===== src/rtl/fecd_pkg.sv =====
`timescale 1ns / 1ps

package fecd_pkg;

  localparam logic [7:0] FLAG_BYTE = 8'h7E;
  localparam logic [7:0] ESC_BYTE  = 8'h7D;

  localparam logic [7:0] CTRL_CHANNEL = 8'h00;
  localparam logic [7:0] ACTION_OPEN  = 8'h01;

  typedef enum logic [1:0] {
    KIND_DATA  = 2'd0,
    KIND_CTRL  = 2'd1,
    KIND_EMPTY = 2'd2
  } kind_t;

  typedef enum logic [2:0] {
    PH_OPEN    = 3'b001,
    PH_CHAN    = 3'b010,
    PH_PAYLOAD = 3'b100
  } phase_t;

  typedef struct packed {
    kind_t       kind;
    logic [7:0]  channel;
    logic [7:0]  payload_byte;
    logic        last;
    logic [7:0]  target_channel;
    logic        close_request;
  } result_t;

endpackage


===== src/rtl/fecd_if.sv =====
`timescale 1ns / 1ps

interface fecd_in_if;
  logic       valid;
  logic       ready;
  logic [7:0] link_byte;

  modport source (output valid, output link_byte, input ready);
  modport sink   (input valid, input link_byte, output ready);
endinterface

interface fecd_out_if;
  logic       valid;
  logic       ready;
  logic [1:0] kind;
  logic [7:0] channel;
  logic [7:0] payload_byte;
  logic       last;
  logic [7:0] target_channel;
  logic       close_request;

  modport source (output valid, output kind, output channel, output payload_byte,
                  output last, output target_channel, output close_request,
                  input ready);
  modport sink   (input valid, input kind, input channel, input payload_byte,
                  input last, input target_channel, input close_request,
                  output ready);
endinterface


===== src/rtl/fecd_in_stage.sv =====
`timescale 1ns / 1ps

module fecd_in_stage (
  input  logic       clk,
  input  logic       rst_n,
  input  logic       in_valid,
  output logic       in_ready,
  input  logic [7:0] in_byte,
  input  logic       advance,
  output logic       word_valid,
  output logic [7:0] word_byte
);

  logic       valid_r;
  logic [7:0] byte_r;

  assign in_ready   = !valid_r || advance;
  assign word_valid = valid_r;
  assign word_byte  = byte_r;

  always_ff @(posedge clk) begin
    if (!rst_n) begin
      valid_r <= 1'b0;
    end else if (in_ready) begin
      valid_r <= in_valid;
    end
  end

  always_ff @(posedge clk) begin
    if (in_ready && in_valid) begin
      byte_r <= in_byte;
    end
  end

endmodule


===== src/rtl/fecd_core.sv =====
`timescale 1ns / 1ps

module fecd_core (
  input  logic             clk,
  input  logic             rst_n,
  input  logic             fire,
  input  logic [7:0]       link_byte,
  output logic             res_valid,
  output fecd_pkg::result_t res
);

  fecd_pkg::phase_t phase_r, phase_nxt;
  logic       esc_r, esc_nxt;
  logic [7:0] chan_r, chan_nxt;
  logic [7:0] held_r, held_nxt;
  logic       held_valid_r, held_valid_nxt;
  logic [1:0] ctrl_cnt_r, ctrl_cnt_nxt;
  logic [7:0] ctrl_tgt_r, ctrl_tgt_nxt;
  logic [7:0] ctrl_act_r, ctrl_act_nxt;
  logic       take;
  logic       close;

  always_comb begin
    phase_nxt      = phase_r;
    esc_nxt        = esc_r;
    chan_nxt       = chan_r;
    held_nxt       = held_r;
    held_valid_nxt = held_valid_r;
    ctrl_cnt_nxt   = ctrl_cnt_r;
    ctrl_tgt_nxt   = ctrl_tgt_r;
    ctrl_act_nxt   = ctrl_act_r;
    take           = 1'b0;
    close          = 1'b0;
    res_valid      = 1'b0;
    res            = '0;

    if (fire) begin
      unique case (phase_r)
        fecd_pkg::PH_CHAN: begin
          chan_nxt       = link_byte;
          esc_nxt        = 1'b0;
          held_valid_nxt = 1'b0;
          held_nxt       = 8'h00;
          ctrl_cnt_nxt   = 2'd0;
          ctrl_tgt_nxt   = 8'h00;
          ctrl_act_nxt   = 8'h00;
          phase_nxt      = fecd_pkg::PH_PAYLOAD;
        end
        fecd_pkg::PH_PAYLOAD: begin
          priority if (esc_r) begin
            esc_nxt = 1'b0;
            take    = 1'b1;
          end else if (link_byte == fecd_pkg::ESC_BYTE) begin
            esc_nxt = 1'b1;
          end else if (link_byte == fecd_pkg::FLAG_BYTE) begin
            close = 1'b1;
          end else begin
            take = 1'b1;
          end
        end
        default: begin
          phase_nxt = fecd_pkg::PH_CHAN;
        end
      endcase
    end

    if (take) begin
      priority if (chan_r == fecd_pkg::CTRL_CHANNEL) begin
        if (ctrl_cnt_r == 2'd0) begin
          ctrl_tgt_nxt = link_byte;
          ctrl_cnt_nxt = 2'd1;
        end else if (ctrl_cnt_r == 2'd1) begin
          ctrl_act_nxt = link_byte;
          ctrl_cnt_nxt = 2'd2;
        end
      end else if (held_valid_r) begin
        res_valid        = 1'b1;
        res.kind         = fecd_pkg::KIND_DATA;
        res.channel      = chan_r;
        res.payload_byte = held_r;
        held_nxt         = link_byte;
      end else begin
        held_nxt       = link_byte;
        held_valid_nxt = 1'b1;
      end
    end

    if (close) begin
      phase_nxt = fecd_pkg::PH_OPEN;
      res_valid = 1'b1;
      priority if (chan_r == fecd_pkg::CTRL_CHANNEL) begin
        res.kind           = fecd_pkg::KIND_CTRL;
        res.target_channel = ctrl_tgt_r;
        res.close_request  = (ctrl_act_r != fecd_pkg::ACTION_OPEN);
      end else if (held_valid_r) begin
        res.kind         = fecd_pkg::KIND_DATA;
        res.channel      = chan_r;
        res.payload_byte = held_r;
        res.last         = 1'b1;
        held_valid_nxt   = 1'b0;
      end else begin
        res.kind    = fecd_pkg::KIND_EMPTY;
        res.channel = chan_r;
      end
    end
  end

  always_ff @(posedge clk) begin
    if (!rst_n) begin
      phase_r      <= fecd_pkg::PH_OPEN;
      esc_r        <= 1'b0;
      chan_r       <= 8'h00;
      held_r       <= 8'h00;
      held_valid_r <= 1'b0;
      ctrl_cnt_r   <= 2'd0;
      ctrl_tgt_r   <= 8'h00;
      ctrl_act_r   <= 8'h00;
    end else begin
      phase_r      <= phase_nxt;
      esc_r        <= esc_nxt;
      chan_r       <= chan_nxt;
      held_r       <= held_nxt;
      held_valid_r <= held_valid_nxt;
      ctrl_cnt_r   <= ctrl_cnt_nxt;
      ctrl_tgt_r   <= ctrl_tgt_nxt;
      ctrl_act_r   <= ctrl_act_nxt;
    end
  end

endmodule


===== src/rtl/fecd_out_stage.sv =====
`timescale 1ns / 1ps

module fecd_out_stage (
  input  logic              clk,
  input  logic              rst_n,
  input  logic              res_valid,
  input  fecd_pkg::result_t res,
  output logic              advance,
  fecd_out_if.source        out_ch
);

  logic              valid_r;
  fecd_pkg::result_t res_r;

  assign advance = !valid_r || out_ch.ready;

  always_ff @(posedge clk) begin
    if (!rst_n) begin
      valid_r <= 1'b0;
    end else if (advance) begin
      valid_r <= res_valid;
    end
  end

  always_ff @(posedge clk) begin
    if (advance && res_valid) begin
      res_r <= res;
    end
  end

  assign out_ch.valid          = valid_r;
  assign out_ch.kind           = res_r.kind;
  assign out_ch.channel        = res_r.channel;
  assign out_ch.payload_byte   = res_r.payload_byte;
  assign out_ch.last           = res_r.last;
  assign out_ch.target_channel = res_r.target_channel;
  assign out_ch.close_request  = res_r.close_request;

endmodule


===== src/rtl/flag_escape_channel_deframer.sv =====
`timescale 1ns / 1ps
// Byte-stuffed link deframer.
// in_ch takes one raw link byte per word (valid/ready). A frame is an opening
// byte of any value, a raw channel byte, escaped payload (0x7D makes the next
// byte literal) and a closing 0x7E.
// out_ch gives one word per data payload byte (held back one byte so the
// final one carries last), one word per control frame (channel 0: target and
// close_request from the first two payload bytes) or one empty-frame word.
// Path: a byte accepted into the input register is decoded into the result
// register once that register advances, and any word it yields shows from there.
// Throughput: one byte per clock unless out_ch.ready stalls; decoding is
// one pass through frame state registers between input and result registers.
// Reset (rst_n low, synchronous) empties both registers and puts the
// deframer back to waiting for an opening byte.
// When out_ch.ready is low with a word waiting, the result register holds,
// one more byte may sit in the input register, then in_ch.ready drops.
module flag_escape_channel_deframer (
  input  logic       clk,
  input  logic       rst_n,
  fecd_in_if.sink    in_ch,
  fecd_out_if.source out_ch
);

  logic              advance;
  logic              word_valid;
  logic [7:0]        word_byte;
  logic              res_valid;
  fecd_pkg::result_t res;

  fecd_in_stage u_in (
    .clk        (clk),
    .rst_n      (rst_n),
    .in_valid   (in_ch.valid),
    .in_ready   (in_ch.ready),
    .in_byte    (in_ch.link_byte),
    .advance    (advance),
    .word_valid (word_valid),
    .word_byte  (word_byte)
  );

  fecd_core u_core (
    .clk       (clk),
    .rst_n     (rst_n),
    .fire      (word_valid && advance),
    .link_byte (word_byte),
    .res_valid (res_valid),
    .res       (res)
  );

  fecd_out_stage u_out (
    .clk       (clk),
    .rst_n     (rst_n),
    .res_valid (res_valid),
    .res       (res),
    .advance   (advance),
    .out_ch    (out_ch)
  );

endmodule


===== src/flat_wrapper.sv =====
// flat-port wrapper written by rule: the top's interface ports become plain ports
module flag_escape_channel_deframer_flat 
  (clk, rst_n, in_ch_valid, in_ch_link_byte, in_ch_ready, out_ch_valid, out_ch_kind, out_ch_channel, out_ch_payload_byte, out_ch_last, out_ch_target_channel, out_ch_close_request, out_ch_ready);
  fecd_in_if in_ch_i ();
  fecd_out_if out_ch_i ();
  input  logic clk;
  input  logic rst_n;
  input wire logic [$bits(in_ch_i.valid)-1:0] in_ch_valid;
  input wire logic [$bits(in_ch_i.link_byte)-1:0] in_ch_link_byte;
  output wire logic [$bits(in_ch_i.ready)-1:0] in_ch_ready;
  output wire logic [$bits(out_ch_i.valid)-1:0] out_ch_valid;
  output wire logic [$bits(out_ch_i.kind)-1:0] out_ch_kind;
  output wire logic [$bits(out_ch_i.channel)-1:0] out_ch_channel;
  output wire logic [$bits(out_ch_i.payload_byte)-1:0] out_ch_payload_byte;
  output wire logic [$bits(out_ch_i.last)-1:0] out_ch_last;
  output wire logic [$bits(out_ch_i.target_channel)-1:0] out_ch_target_channel;
  output wire logic [$bits(out_ch_i.close_request)-1:0] out_ch_close_request;
  input wire logic [$bits(out_ch_i.ready)-1:0] out_ch_ready;
  assign in_ch_i.valid = in_ch_valid;
  assign in_ch_i.link_byte = in_ch_link_byte;
  assign in_ch_ready = in_ch_i.ready;
  assign out_ch_valid = out_ch_i.valid;
  assign out_ch_kind = out_ch_i.kind;
  assign out_ch_channel = out_ch_i.channel;
  assign out_ch_payload_byte = out_ch_i.payload_byte;
  assign out_ch_last = out_ch_i.last;
  assign out_ch_target_channel = out_ch_i.target_channel;
  assign out_ch_close_request = out_ch_i.close_request;
  assign out_ch_i.ready = out_ch_ready;
  flag_escape_channel_deframer u_core (.clk(clk), .rst_n(rst_n), .in_ch(in_ch_i), .out_ch(out_ch_i));
endmodule

===== config.mk =====
export PLATFORM = sky130hd
export DESIGN_NAME = flag_escape_channel_deframer_flat
export DESIGN_NICKNAME = d
export VERILOG_FILES = /design/src/rtl/fecd_pkg.sv /design/src/rtl/fecd_if.sv /design/src/rtl/fecd_in_stage.sv /design/src/rtl/fecd_core.sv /design/src/rtl/fecd_out_stage.sv /design/src/rtl/flag_escape_channel_deframer.sv /design/src/flat_wrapper.sv
export SDC_FILE = /design/constraint.sdc
export NUM_CORES = 1
export LEC_CHECK = 0
export BUFFER_PORTS_ARGS = -buffer_cell sky130_fd_sc_hd__buf_2
export CAP_MARGIN = 10
export CORE_ASPECT_RATIO = 0.7
export CORE_MARGIN = 4
export CORE_UTILIZATION = 40
export CTS_BUF_LIST = sky130_fd_sc_hd__clkbuf_8
export DETAILED_ROUTE_END_ITERATION = 12
export GPL_TIMING_DRIVEN = 1
export PLACE_DENSITY = 0.69
export SLEW_MARGIN = 20
export SYNTH_ARGS = -nofsm -noshare
export SYNTH_HDL_FRONTEND = slang
export SYNTH_SLANG_ARGS = --single-unit
export TNS_END_PERCENT = 20

===== constraint.sdc =====
create_clock -name clk -period 2.5 [get_ports clk]
set_input_delay 0.25 -clock clk [delete_from_list [all_inputs] [get_ports clk]]
set_output_delay 0.25 -clock clk [all_outputs]
set_load 0.1 [all_outputs]

### Word-level counts from Yosys, hierarchy flattened

Index checks and enable logic that the tools add are counted.

* equal/unequal tests: 6
* multiplexer cells: 56
* bitwise gates (word level): 3
* reductions and logical operators: 16

Operators with widths (number)
* $mux 8: 15
* $mux 16: 3
* $mux 28: 1
* $mux 1: 24
* $mux 9: 2
* $mux 17: 1
* $eq 8x7->1 const B: 2
* $mux 2: 7
* $mux 10: 1
* $logic_not 8->1: 1
* $ne 8x1->1 const B: 1
* $reduce_and 2->1: 4
* $pmux 3 s2: 1
* $reduce_or 2->1: 2
* $eq 3x2->1 const B: 1
* $eq 3x3->1 const B: 1
* $logic_and 1x1->1: 3
* $not 1->1: 3
* $eq 2x1->1 const B: 1
* $logic_not 1->1: 2
* $logic_not 2->1: 1
* $logic_or 1x1->1: 2
* $pmux 1 s2: 1
* $reduce_bool 2->1: 1

* flip-flop bits (word level): 77
* bits of input ports: 12
* output and inout port bits: 30
* logic and storage cells: 98

### Longest topological paths before layout

Gate-level depths: netlist (run 1).

* depth after elaboration: 10
* depth in mapped cells: 6
* gate-level depth less buffers: 4

### Hierarchy

From an unflattened synthesis (run 1), not the netlist that was laid out.

* cell total of the unflattened synthesis: 257
* area, all modules: 3086.7 um^2

Modules (own cells, without submodules)
* fecd_core: instances 1, cells each 210, area each 1884.3 um^2, seq. area each 780.7 um^2
* fecd_out_stage: instances 1, cells each 33, area each 898.4 um^2, seq. area each 860.8 um^2
* fecd_in_stage: instances 1, cells each 13, area each 297.8 um^2, seq. area each 260.2 um^2
* flag_escape_channel_deframer: instances 1, cells each 1, area each 6.3 um^2, seq. area each 0.0 um^2

### Least setup slack after synthesis (run 1)

Ideal clock, no wire load.

* kind: reg2reg
* start: register u_core.u_out.valid_r (netlist: u_core.u_out.out_ch.valid)
* end: register u_core.u_out.res_r, in the netlist u_core.u_out.out_ch.channel[0], enable pin
* library setup time: 0.385 ns
* arrival time: 2.388 ns
* required time: 2.115 ns
* slack: -0.273 ns
* cell stages (with the launch flop): 7
* path buffers: 2
* clock period less this slack: 2.773 ns
* cell sequence: dfxtp_1 > nand2b_1 > clkbuf_1 > and4_1 > clkbuf_1 > nand3_1 > nand2_1

* cells in the longest elaborated chain, start to end: 7
* elaborated cells on any way between the ends: 8
* those cells by class: mux (4); reduce/logical (4)

Ends and longest elaborated chain
* start: declaration: RTL line fecd_out_stage.sv:12 `logic valid_r;`
* start signal: assignment: RTL line fecd_out_stage.sv:21 `valid_r <= res_valid;`
* $logic_not 1->1 (*): RTL line fecd_out_stage.sv:15 `assign advance = !valid_r || out_ch.ready;`
* $logic_or 1x1->1 (*): RTL line fecd_out_stage.sv:15
* $logic_and 1x1->1: RTL line flag_escape_channel_deframer.sv:44 `.fire (word_valid && advance),`
* $mux 1: RTL line fecd_core.sv:37 `if (fire) begin`
* $mux 1: RTL line fecd_core.sv:67 `if (take) begin`
* $mux 1: RTL line fecd_core.sv:88 `if (close) begin`
* $logic_and 1x1->1 (*): RTL line fecd_out_stage.sv:26 `if (advance && res_valid) begin`
* end signal: assignment: RTL line fecd_out_stage.sv:27 `res_r <= res;`
* end: declaration: RTL line fecd_out_stage.sv:13 `fecd_pkg::result_t res_r;`

Mark *: on every way between the ends. The rest lies on a longest branch, timed or not.
A chain may end at the register's enable or synchronous reset.

### Final worst setup path (run 1)

* start: register u_core.u_core.chan_r[3]
* end: register u_core.u_core.ctrl_act_r[1]

* cells in the longest elaborated chain, start to end: 3

Ends and longest elaborated chain
* start: declaration: RTL line fecd_core.sv:14 `logic [7:0] chan_r, chan_nxt;`
* start signal: assignment: RTL line fecd_core.sv:121 `chan_r <= chan_nxt;`
* $logic_not 8->1: RTL line fecd_core.sv:68 `priority if (chan_r == fecd_pkg::CTRL_CHANNEL) begin`
* $mux 8: RTL line fecd_core.sv:68
* $mux 8: RTL line fecd_core.sv:67
* end signal: assignment: RTL line fecd_core.sv:126 `ctrl_act_r <= ctrl_act_nxt;`
* end: declaration: RTL line fecd_core.sv:19 `logic [7:0] ctrl_act_r, ctrl_act_nxt;`

No other way between the ends.

==> results.py, run 1 <==
metrics = {
    "outcome": {
        "outcome": "finished, final reports clean",
    },
    "clock_tree": {
        "cts_buffers": 9,
        "tritoncts": "built",
        "clockBufferDepth": 2,
        "post-cts-setup-buffers": 0,
        "ctsRootBufferMaster": "clkbuf_8",
        "clk_pin_slew_worst_paths_ps": 80,
        "holdBufCountCts": 0,
        "clk_latency_ps": 350,
        "cts_resized": 0,
        "htree_levels": 3,
        "cts_sinks": 77,
    },
    "layout": {
        "fin_nets": 321,
        "final_cells": 412,
        "n_fill_cell": 679,
        "drive_gt1_frac": 0.220,
        "diodes": 0,
        "area_growth_pct": 18.5,
    },
    "floorplan": {
        "start_util": 0.411,
        "core_um2": 7290,
        "die_area_um2": 8960,
        "die_x_um": 111,
        "placementRows": 26,
        "die_h_um": 80.4,
        "io_pins": 42,
    },
    "placement": {
        "place_congestion": 0.834,
        "dp_hpwl_um": 4140,
        "placedCellCount": 396,
        "io_buffers": 41,
    },
    "global_route": {
        "grt_overflow": 0,
        "antenna_found_initial": 0,
        "grt.total_usage": 0.140,
        "grt_pass1_wl_um": 9580,
        "grt_pass1_vias": 1861,
        "grt_max_degree": 29,
    },
    "hold_path": {
        "hold_class": "in2reg",
        "hold_start": "in_ch_link_byte[7]",
    },
    "worst_setup_path": {
        "critPathLaunchType": "flop",
        "rr_startpoint": "u_core.u_core.chan_r[3]",
        "endpoint_kind": "flop",
        "cp.arrival_ps": 2480,
        "worst-path-max-fanout": 9,
        "setup.worst_path.start": "u_core.u_core.chan_r[3]",
        "worstSetupPathType": "reg2reg",
        "cp_data_required_time_ps": 2720,
    },
    "logic_synthesis": {
        "yosysMostFrequentCell": "nand2_1",
        "postSynth.asyncResetShare": 0,
        "ys_top_cells_by_count": "nand2_1 (47), dfxtp_1 (41), edfxtp_1 (36)",
        "yosys.area_share.adder": 0,
        "ys_ff_latch": 77,
        "yosys-top-cells-area": "edfxtp_1 (36%), dfxtp_1 (27%), mux2i_1 (11%)",
        "yosys_warnings": 0,
        "synth_edf_count": 36,
        "synth_top_area_frac": 0.361,
        "syn_nets": 274,
        "synth_xor_area_frac": 0.00292,
        "synth_mux_area_frac": 0.107,
        "yosysTopAreaCell": "edfxtp_1",
        "synthCells": 262,
        "synth_compound_area_frac": 0.0388,
        "ys.flop_type": "dfxtp_1",
        "syn_area_um2": 3000,
        "syn_area_per_cell_um2": 11.4,
        "yosys.area_share.simple": 0.189,
        "synth_top_family_by_area": "simple AND/OR/NAND/NOR gates",
        "ys_types": 38,
        "ys_seq_area_frac": 0.635,
    },
    "sta": {
        "tns_ps": 0,
        "finalCriticalPeriod_ps": 2260,
        "slew_violations": 0,
        "relSlewSlack": 0.559,
        "tightest_slew_ps": 659,
        "hold_viol": 0,
        "clock-skew-final_ps": 10.4,
        "setup_viol": 0,
        "period_share": 0.903,
        "rsz0062_at_grt": "false",
        "fmax_mhz": 443,
    },
    "pwr": {
        "ir_drop_mv": 0.476,
        "p_per_area_nw_per_um2": 691,
        "leakage_nw": 1.49,
    },
    "routing": {
        "ant_nets": 0,
        "drt-initial-drc-count": 145,
        "via_count": 2023,
        "vias_per_cell": 4.91,
        "wl_per_cell_um": 14.1,
        "firstDrtPassIters": 5,
        "drcViolationCount": 0,
        "routed_wl_um": 5800,
    },
    "job": {
        "cap_viol_max_count": 0,
    },
}
## critical path: stages (launching register included)
cell and delay, ps:
dfxtp_1 340, or4_4 540, or3_1 380, or4_1 670, mux2i_1 200
## cell type report
cell class / count / area [µm²] / share of cell area
Inverter: 5 / 18.8 / 0.00529
Sequential cell: 77 / 1900 / 0.536
Clock buffer: 9 / 124 / 0.0349
Tap cell: 98 / 123 / 0.0345
Multi-Input combinational cell: 167 / 1010 / 0.285
Timing Repair Buffer: 49 / 265 / 0.0747
Clock inverter: 7 / 104 / 0.0292
## report_power, final
group	internal [mW]	total (mW)	switching (mW)	leakage, nW
clock network	0.575	1.04	0.468	0.115
registers	1.32	1.34	0.0186	0.655
logic	0.0227	0.0658	0.0431	0.719
total	1.92	2.45	0.530	1.49
## worst paths after layout
| path | endpoint | cells past startpoint | slack (ps) |
|---|---|---|---|
| min | u_core.u_in.word_byte[7] | 1 | 70 |
| max | u_core.u_core.ctrl_act_r[1] | 4 | 240 |
| min reg2reg | u_core.u_core.ctrl_cnt_r[1] | 2 | 460 |
| max reg2reg | u_core.u_core.ctrl_act_r[1] | 4 | 240 |
## cell usage in the layout, fill, tap and decap left out, types with 3 or more instances in the layout
cell type,synthesis,layout
inv_1,4,4
inv_6,0,3
a21oi_1,6,6
buf_2,1,41
dfxtp_1,41,40
a31oi_1,3,3
nor2_1,22,22
nand2_1,47,46
or4_1,3,3
edfxtp_1,36,36
nor4_1,3,3
clkbuf_8,0,9
buf_4,0,8
mux2i_1,32,32
nor3_1,5,5
and2_1,17,17
or3_1,3,3
nand3_1,3,3
## sequential cells by signal, summed over array words and instances (netlist names)
name / cells
u_core.u_core.chan_r: 8
u_core.u_out.out_ch.kind: 2
u_core.u_out.out_ch.valid: 1
u_core.u_in.word_byte: 8
u_core.u_core.held_r: 8
u_core.u_core.esc_r: 1
u_core.u_out.out_ch.channel: 8
u_core.u_core.ctrl_cnt_r: 2
u_core.u_out.out_ch.payload_byte: 8
u_core.u_core.held_valid_r: 1
u_core.u_core.phase_r: 3
u_core.u_in.word_valid: 1
u_core.u_out.out_ch.close_request: 1
u_core.u_out.out_ch.last: 1
u_core.u_core.ctrl_act_r: 8
u_core.u_out.out_ch.target_channel: 8
u_core.u_core.ctrl_tgt_r: 8
## routing by layer
metal / track usage / share of wire
met5: 0 / 0
met4: 0.0608 / 0.015
met3: 0.0580 / 0.11
met2: 0.192 / 0.40
met1: 0.192 / 0.48
## through the flow
stage	total power [mW]	util	hold WS (ps)	setup slack, ps	instance area (µm²)
2_1_floorplan	1.41	-	349	192	3000
3_3_place_gp	1.44	0.456	427	298	3320
3_5_place_dp	1.44	0.456	428	266	3320
4_1_cts	2.49	0.487	47.9	237	3550
5_1_grt	2.55	0.487	47.1	136	3550
6_report	2.45	0.487	73.6	242	3550
## cells by family after synthesis
logic type / after synthesis
flops: 77
compound gates: 18
buf+inv: 18
mux: 32
simple gates: 116
xor+xnor: 1
(Power assumes the default switching activity.)
==> inputs of run 2 (changes only) <==
Settings changed: CORE_ASPECT_RATIO 0.7 to 0.6, SYNTH_HIERARCHICAL set to 1.
==> run 2 against run 1 <==
Net effect: clock skew is 2.7 ps lower; worst setup slack lost 130 ps; critical path depth grew 3; sequential power hardly changed; design area is 2.8% higher; hold slack worse by 5.1 ps; sequential share of layout area fell by 1.4 points; clock power decreased by 20%; total power down 8.0%; highest routed layer unchanged; count of clock-buffer cells in the layout unchanged; first-iteration DRC count rose by 39%.
==> results.py, run 2 <==
metrics = {
    "sta": {
        "slew_violations": 0,
        "hold_viol": 0,
        "tns_ps": 0,
        "rsz0062_at_grt": "false",
        "fmax_mhz": 418,
        "finalCriticalPeriod_ps": 2390,
        "setup_viol": 0,
        "clock-skew-final_ps": 7.74,
        "relSlewSlack": 0.525,
        "fin_ws_ps": 109,
        "period_share": 0.956,
        "tightest_slew_ps": 711,
    },
    "logic_synthesis": {
        "ys_seq_area_frac": 0.616,
        "yosysTopAreaCell": "edfxtp_1",
        "synth_edf_count": 36,
        "ys_types": 46,
        "ys_ff_latch": 77,
        "ys.flop_type": "dfxtp_1",
        "yosys-top-cells-area": "edfxtp_1 (35%), dfxtp_1 (27%), mux2i_1 (7.8%)",
        "ys_top_cells_by_count": "nand2_1 (52), dfxtp_1 (41), edfxtp_1 (36)",
        "syn_area_per_cell_um2": 12.0,
        "syn_area_um2": 3090,
        "synthCells": 257,
        "postSynth.asyncResetShare": 0,
        "synth_top_area_frac": 0.350,
        "yosysMostFrequentCell": "nand2_1",
        "yosys_warnings": 6,
        "syn_nets": 269,
    },
    "floorplan": {
        "die_x_um": 121,
        "io_pins": 42,
        "die_h_um": 76.0,
        "start_util": 0.418,
        "die_area_um2": 9230,
        "placementRows": 24,
        "core_um2": 7390,
    },
    "clock_tree": {
        "cts_buffers": 9,
        "cts_sinks": 77,
        "tritoncts": "built",
        "clockBufferDepth": 2,
        "ctsRootBufferMaster": "clkbuf_8",
        "clk_latency_ps": 360,
        "clk_pin_slew_worst_paths_ps": 80,
        "post-cts-setup-buffers": 0,
        "cts_resized": 0,
        "htree_levels": 3,
        "holdBufCountCts": 0,
    },
    "routing": {
        "drt-initial-drc-count": 202,
        "via_count": 2086,
        "vias_per_cell": 4.97,
        "ant_nets": 0,
        "firstDrtPassIters": 4,
        "wl_per_cell_um": 15.0,
        "drcViolationCount": 0,
        "routed_wl_um": 6320,
    },
    "placement": {
        "dp_hpwl_um": 4320,
        "placedCellCount": 403,
        "place_congestion": 0.815,
        "dp_slack_ps": 63.3,
        "io_buffers": 41,
    },
    "hold_path": {
        "hold_class": "in2reg",
    },
    "worst_setup_path": {
        "critPathLaunchType": "flop",
        "worst-path-max-fanout": 14,
        "cp.arrival_ps": 2440,
        "worstSetupPathType": "reg2reg",
        "endpoint_kind": "flop",
        "cp_data_required_time_ps": 2550,
    },
    "global_route": {
        "grt_pass1_wl_um": 9890,
        "grt_overflow": 0,
        "grt_max_degree": 29,
        "use_met2": 0.180,
        "grt_use_met1": 0.210,
        "top_usage_layer": "met1",
        "grt.met3_usage": 0.0742,
        "grt.total_usage": 0.143,
        "antenna_found_initial": 0,
        "grt_pass1_vias": 1909,
    },
    "layout": {
        "final_common_cell": "nand2_1",
        "final_cell_mix": "nand2_1 (52), buf_2 (41), dfxtp_1 (40)",
        "n_fill_cell": 687,
        "area_growth_pct": 18.2,
        "fin_nets": 323,
        "drive_gt1_frac": 0.282,
        "diodes": 0,
        "final_cells": 420,
    },
    "pwr": {
        "leakage_nw": 1.39,
        "p_per_area_nw_per_um2": 618,
        "finalPower_mw": 2.26,
        "ir_drop_mv": 0.341,
    },
    "job": {
        "cap_viol_max_count": 0,
    },
    "outcome": {
        "outcome": "finished, final reports clean",
    },
}
## run 2: cell count changes in the layout (fill, tap and decap cells not counted), sizes merged, moves of 3 or more
cell,previous run,this run
a21oi,6,10
and2,17,28
buf,49,53
mux2i,32,24
nand2,47,53
nand4bb,0,3
nor2,22,5
nor3,5,1
or3,3,0
## run 2: critical path, cell delays in order (launching register included)
cell,delay (ps)
dfxtp_4,350
nand2b_4,100
and2_1,150
buf_4,140
nand4bb_1,140
or4_1,550
o21ai_1,260
and2_4,370
## run 2: worst paths after layout
| kind | start | endpoint | slack (ps) | depth (start not counted) |
|---|---|---|---|---|
| worst min register to register | u_core/u_core/ctrl_act_r[2] | u_core/u_core/ctrl_act_r[2] | 460 | 2 |
| worst max-delay path | u_core/u_out/out_ch.valid | u_core/u_out/out_ch.payload_byte[4] | 110 | 7 |
| worst min-delay path | in_ch_link_byte[0] | u_core/u_in/word_byte[0] | 70 | 1 |
| worst max register to register | u_core/u_out/out_ch.valid | u_core/u_out/out_ch.payload_byte[4] | 110 | 7 |
## run 2: where the power goes
group	switching [mW]	leakage, nW	internal (mW)	total, mW
logic	0.0444	0.663	0.0301	0.0745
clock network	0.472	0.0837	0.363	0.835
registers	0.0228	0.646	1.32	1.35
total	0.539	1.39	1.72	2.26
## run 2: cells by family after synthesis
family                    share of synthesized area
AOI/OAI and AO/OA                            0.0568
xor gates and xnor gates                    0.00284
buffers and inverters                        0.0235
DFF                                           0.616
muxes                                        0.0815
and+or+nand+nor                               0.219
## run 2: cell type report
type / instances / area (µm²) / share of cell area
Inverter: 4 / 15.0 / 0.00411
Clock buffer: 9 / 124 / 0.0339
Clock inverter: 7 / 50.0 / 0.0137
Timing Repair Buffer: 53 / 295 / 0.0809
Sequential cell: 77 / 1910 / 0.522
Multi-Input combinational cell: 166 / 1130 / 0.310
Tap cell: 104 / 130 / 0.0357
## run 2: stage by stage
stage / utilization / hold slack, ps / cell area [µm²]
floorplan: - / 349 / 3090
global placement: 0.469 / 433 / 3460
detailed placement: 0.469 / 428 / 3470
CTS: 0.493 / 43.9 / 3640
global route: 0.494 / 37.2 / 3650
finish: 0.494 / 68.6 / 3650
## run 2: per-layer routing
layer,up-vias,wire (µm)
met5,-,0
met3,4,434
met2,65,2510
met4,0,40
met1,989,3330
li1,1028,-
